### src/normal_equation_accumulator_macros.svh
// Assertion macros for the normal equation accumulator.
// Used by the top level only; needs nothing else.
`ifndef NORMAL_EQUATION_ACCUMULATOR_MACROS_SVH
`define NORMAL_EQUATION_ACCUMULATOR_MACROS_SVH
// implication checked every clock outside reset
`define NEA_ASSERT_IMP(label, clk, rst, ante, cons) \
   label: assert property (@(posedge clk) disable iff (rst) (ante) |-> (cons)) \
      else $error("assertion failed");
// next-cycle implication checked outside reset
`define NEA_ASSERT_NEXT(label, clk, rst, ante, cons) \
   label: assert property (@(posedge clk) disable iff (rst) (ante) |=> (cons)) \
      else $error("assertion failed");
`endif

### src/nea_divider.sv
// Restoring divider: inv_var = floor(2^48 / s^2), saturated to 32 bits.
// Uses nea_pkg nothing; one quotient bit per cycle.
module nea_divider (
   input  logic        clock,
   input  logic        reset,
   input  logic        start,
   input  logic [61:0] divisor,
   output logic        done,
   output logic [31:0] quotient
);
   logic [5:0]  count_ff, count_in;
   logic        busy_ff, busy_in;
   logic [62:0] rem_ff, rem_in;
   logic [48:0] quo_ff, quo_in;
   logic [61:0] div_ff, div_in;
   logic [62:0] trial;

   always_comb begin
      count_in = count_ff;
      busy_in  = busy_ff;
      rem_in   = rem_ff;
      quo_in   = quo_ff;
      div_in   = div_ff;
      trial    = {rem_ff[61:0], (count_ff == 6'd48)};
      done     = 1'b0;
      if (start) begin
         busy_in  = 1'b1;
         count_in = 6'd48;
         rem_in   = '0;
         quo_in   = '0;
         div_in   = divisor;
      end else if (busy_ff) begin
         // dividend is 2^48: a single one at the top bit
         if (trial >= {1'b0, div_ff}) begin
            rem_in = trial - {1'b0, div_ff};
            quo_in = {quo_ff[47:0], 1'b1};
         end else begin
            rem_in = trial;
            quo_in = {quo_ff[47:0], 1'b0};
         end
         if (count_ff == 6'd0) begin
            busy_in = 1'b0;
            done    = 1'b1;
         end else begin
            count_in = count_ff - 6'd1;
         end
      end
      if (div_ff == '0)
         quotient = 32'hFFFF_FFFF;
      else if (quo_in[48:32] != '0)
         quotient = 32'hFFFF_FFFF;
      else
         quotient = quo_in[31:0];
   end

   always_ff @(posedge clock) begin
      if (reset) begin
         busy_ff  <= 1'b0;
         count_ff <= '0;
      end else begin
         busy_ff  <= busy_in;
         count_ff <= count_in;
      end
      rem_ff <= rem_in;
      quo_ff <= quo_in;
      div_ff <= div_in;
   end
endmodule

### config.mk
export PLATFORM = sky130hd
export DESIGN_NAME = nea_divider
export DESIGN_NICKNAME = d
export VERILOG_FILES = /design/src/normal_equation_accumulator_macros.svh /design/src/nea_divider.sv
export SDC_FILE = /design/constraint.sdc
export NUM_CORES = 1
export LEC_CHECK = 0
export ABC_AREA = 1
export BUFFER_PORTS_ARGS = -buffer_cell sky130_fd_sc_hd__buf_2
export CORE_AREA = 5 5 169 171
export DETAILED_ROUTE_END_ITERATION = 8
export DIE_AREA = 0 0 174 176
export GPL_ROUTABILITY_DRIVEN = 0
export PLACE_DENSITY = 0.8
export SETUP_SLACK_MARGIN = 0.3
export SLEW_MARGIN = 20
export SYNTH_ARGS = -nofsm -noshare
export SYNTH_HDL_FRONTEND = slang
export SYNTH_SLANG_ARGS = --single-unit
export TNS_END_PERCENT = 20
### constraint.sdc
create_clock -name clock -period 2.55 [get_ports clock]
set_input_delay 0.1275 -clock clock [delete_from_list [all_inputs] [get_ports clock]]
set_output_delay 0.1275 -clock clock [all_outputs]
set_load 0.03 [all_outputs]
==> flow_summary.ini <==
[timing]
whs_ns = 0.1922
hold_violations = 0
postLayoutSetupSlackWorst_ns = -0.3068
drv_slew = 0
worst-slew-pin-transition_ns = 0.6855
grt_setup_unrepaired = true
skew_ns = 0.01831
totalNegativeSetupSlack_ns = -17.74
final.period_utilization = 1.120
setup-violations-final = 94
final.min_clock_period_ns = 2.857
timing_limited_maximum_frequency_mhz = 350.0
maxSlewHeadroom = 0.5430

[yosys]
simple_gate_share_of_the_synthesized_area = 0.3868
synth_fa_ha_area_frac = 0.06254
complex_gate_fraction_of_the_synthesized_area = 0.05949
ys_top_cells_by_area = sky130_fd_sc_hd__nand2_1 (21%), sky130_fd_sc_hd__dfxtp_1 (18%), sky130_fd_sc_hd__edfxtp_1 (14%), sky130_fd_sc_hd__inv_1 (13%), sky130_fd_sc_hd__nor2_1 (7.1%)
ys_seq_area_frac = 0.3219
synth_largest_type_area_fraction = 0.2076
synthArstFlopShare = 0
dominantRegCellSynth = sky130_fd_sc_hd__dfxtp_1
synth-edff-count = 62
number_of_storage_elements_in_the_synthesis_netlist = 180
post_synth_num_cell_types = 39
post_synth_xor_area_fraction = 0.02136
synthesis.nets = 2281
synthDominantAreaCellType = sky130_fd_sc_hd__nand2_1
combinational_family_with_the_most_area_after_synthesis = simple AND/OR/NAND/NOR gates
syn_avg_cell_area_sq_um = 6.101
post_synth_inst_count = 2151
yosys_warnings = 0
post_synth_mux_area_share = 0
synth.cell_area_sq_mm = 0.01312

[critical_path]
cpMostUsedCell = sky130_fd_sc_hd__nand2_1
worstSetupEndpoint = quotient[0]
reg2reg_from = count_ff[0]
cp-end-kind = primary output
worstSetupStartpoint = div_ff[17]
crit_fanout = 4
slowest_delay_ns = 0.40
timing.critical_path.arrival_ns = 2.73
crit_path_cell_trace = inv_1, ha_1, nand2_1, inv_1, nand2_1, nand2_1, nand2_1, nand2_1, a21oi_2, nand2_2, nand2_2, nand3_4, nor2_4, inv_4, nand2_4, nand2_4, buf_6
setup.worst_path.class = flop to primary output
critical_path_required_ns = 2.42
reg2reg_depth = 24
timing.critical_path.from_type = flop
r2r_setup_slack_ns = -0.26
worst_r2r_endpoint = rem_ff[1]
crit_path_top_delay_cell = sky130_fd_sc_hd__edfxtp_1

[worst_hold_path]
startpoint_of_the_lowest_slack_hold_path = start
min-delay-path-class = primary input to flop

[cells_and_area]
fill_cells = 2029
layout-drive-gt1-share = 0.2066
area_delta_synth_final_pct = 34.74
insertedDiodeCount = 0
num-nets-final = 2600
fin_util = 0.6617

[drt]
drt_wl_total_um = 46510
remaining_drc_errors = 0
drt_iter0_markers = 1634
drt.antenna.violating_nets = 0
firstDrtPassIters = 9
routedWlPerCell_um = 16.47
vias_per_cell = 5.415
dr_total_vias = 15290

[flow_run]
timing.max_cap.violations = 0

[clock_network]
reg_clk_slew_reported_paths_ns = 0.09
clk_latency_ns = 0.46
htree_levels = 4
clock_sinks = 180
cts_buffers = 17
cts-root-buf = sky130_fd_sc_hd__clkbuf_16
ctsLongestPathBuffers = 2
cts_tree = done

[placement]
port-buffer-count = 97
post-dp-hpwl_um = 31090

[power]
irDropWorstVdd_mv = 0.4377
static-leakage-power_nw = 9.302
pwrdens_mw_per_mm2 = 433.7

[die]
floorplan.initialDensity = 0.4911
die-height_um = 176
placementRows = 60
core_region_area_sq_mm = 0.02673
die_x_um = 174
fp.dieArea_sq_mm = 0.03062
io_pins = 98

[run_status]
outcome = finished with violations
violations = negative setup slack

[global_route]
wire_length_of_the_first_global_routing_pass_um = 71260
gr-usage-all-layers = 0.2853
grt_pass1_vias = 14520
globalRoute.totalOverflow = 0
antenna_found_initial = 0
grt_start_max_net_pins = 84
-- final cells by class --
class / count / area, sq um / area share
Inverter: 450 / 1702 / 0.09623
Timing Repair Buffer: 349 / 2957 / 0.1672
Clock buffer: 17 / 425.4 / 0.02406
Multi-Input combinational cell: 1472 / 7722 / 0.4367
Sequential cell: 180 / 4228 / 0.2391
Tap cell: 341 / 426.7 / 0.02413
Clock inverter: 15 / 222.7 / 0.01259
-- through the flow --
stage	instance area, sq um	total power [mW]	instances	setup WS [ns]
global route	17680	7.937	2824	-0.4330
detailed placement	15010	4.459	2687	-0.2313
floorplan	13180	3.994	2151	0.2203
CTS	16990	7.554	2801	-0.2466
global placement	15010	4.427	2687	-0.1225
finish	17680	7.670	2824	-0.3068
-- worst min-delay path by stage --
stage | cells after the start | to
CTS | 4 | quo_ff[43]
global placement | 1 | div_ff[17]
detailed placement | 1 | div_ff[60]
floorplan | 1 | busy_ff
finish | 4 | quo_ff[42]
global route | 4 | quo_ff[36]
-- cell families after synthesis --
| kind of cell | count (synthesis) |
|---|---|
| simple gates | 1228 |
| buf+inv | 500 |
| flops | 180 |
| compound gates | 146 |
| fa+ha+maj | 65 |
| xor+xnor | 32 |
-- timing repair --
action / CTS / global route
hold endpoints to repair: 65 / 0
hold buffers: 63 / 0
cloned: 1 / 3
endpoints found under the setup margin: 96 / 96
resized for setup: 163 / 103
setup buffers: 18 / 20
pin swaps: 32 / 52
-- critical path: cells and delay by family (launching register included) --
family	cells	cell delay, ns
adders and majority gates	1	0.27
DFF	1	0.40
AOI/OAI and AO/OA	1	0.19
buffers and inverters	4	0.36
and+or+nand+nor	11	1.07
-- registers in the layout, summed over array words and instances, names as in the netlist --
name,count
div_ff,62
quo_ff,49
count_ff,6
rem_ff,62
busy_ff,1
-- layer usage --
| metal | vias up | global-route usage | routed length (um) |
|---|---|---|---|
| met4 | 2 | 0.1663 | 3005 |
| met1 | 6883 | 0.3336 | 17340 |
| met3 | 259 | 0.05867 | 4522 |
| met5 | - | 0 | 36 |
| li1 | 7219 | - | - |
| met2 | 928 | 0.4869 | 21600 |
-- report_power, final --
| part | switching [mW] | total [mW] | internal, mW |
|---|---|---|---|
| Combinational | 0.926 | 1.54 | 0.616 |
| Clock | 1.51 | 2.91 | 1.40 |
| Sequential | 0.0934 | 3.22 | 3.13 |
| Total | 2.53 | 7.67 | 5.14 |
-- cell usage after synthesis, types with 3 or more instances --
master	number
sky130_fd_sc_hd__xor2_1	28
sky130_fd_sc_hd__nor2_1	247
sky130_fd_sc_hd__nor2_2	15
sky130_fd_sc_hd__a31oi_1	12
sky130_fd_sc_hd__nor3_1	48
sky130_fd_sc_hd__nand3b_1	6
sky130_fd_sc_hd__buf_1	3
sky130_fd_sc_hd__xnor2_1	4
sky130_fd_sc_hd__nand3_1	119
sky130_fd_sc_hd__ha_1	64
sky130_fd_sc_hd__inv_1	444
sky130_fd_sc_hd__buf_2	13
sky130_fd_sc_hd__nand4_1	27
sky130_fd_sc_hd__nor4_1	19
sky130_fd_sc_hd__a21oi_1	84
sky130_fd_sc_hd__clkbuf_1	27
sky130_fd_sc_hd__nand2_2	10
sky130_fd_sc_hd__o21bai_1	6
sky130_fd_sc_hd__and2_1	3
sky130_fd_sc_hd__dfxtp_1	118
sky130_fd_sc_hd__nand2_1	726
sky130_fd_sc_hd__inv_2	5
sky130_fd_sc_hd__o21ai_0	39
sky130_fd_sc_hd__edfxtp_1	62
sky130_fd_sc_hd__buf_4	3
-- cells in the final DEF (no fill, tap or decap), drive strengths merged, types with 2 or more instances in the layout --
cell type / Yosys / routed
a21oi: 86 / 86
inv: 449 / 459
and2: 4 / 4
buf: 23 / 283
nand3: 120 / 120
a31oi: 12 / 12
xnor2: 4 / 4
clkbuf: 27 / 20
nor3b: 2 / 2
ha: 64 / 64
edfxtp: 62 / 62
dfxtp: 118 / 118
o21ai: 39 / 39
clkinv: 1 / 6
nor4: 20 / 20
xor2: 28 / 28
nor3: 48 / 48
nand4: 27 / 27
nand3b: 6 / 6
o21bai: 6 / 6
nand2: 736 / 736
dlygate4sd3: 0 / 63
nor2: 264 / 264
a211oi: 2 / 3
No activity file was read; power rests on OpenSTA's default activity.
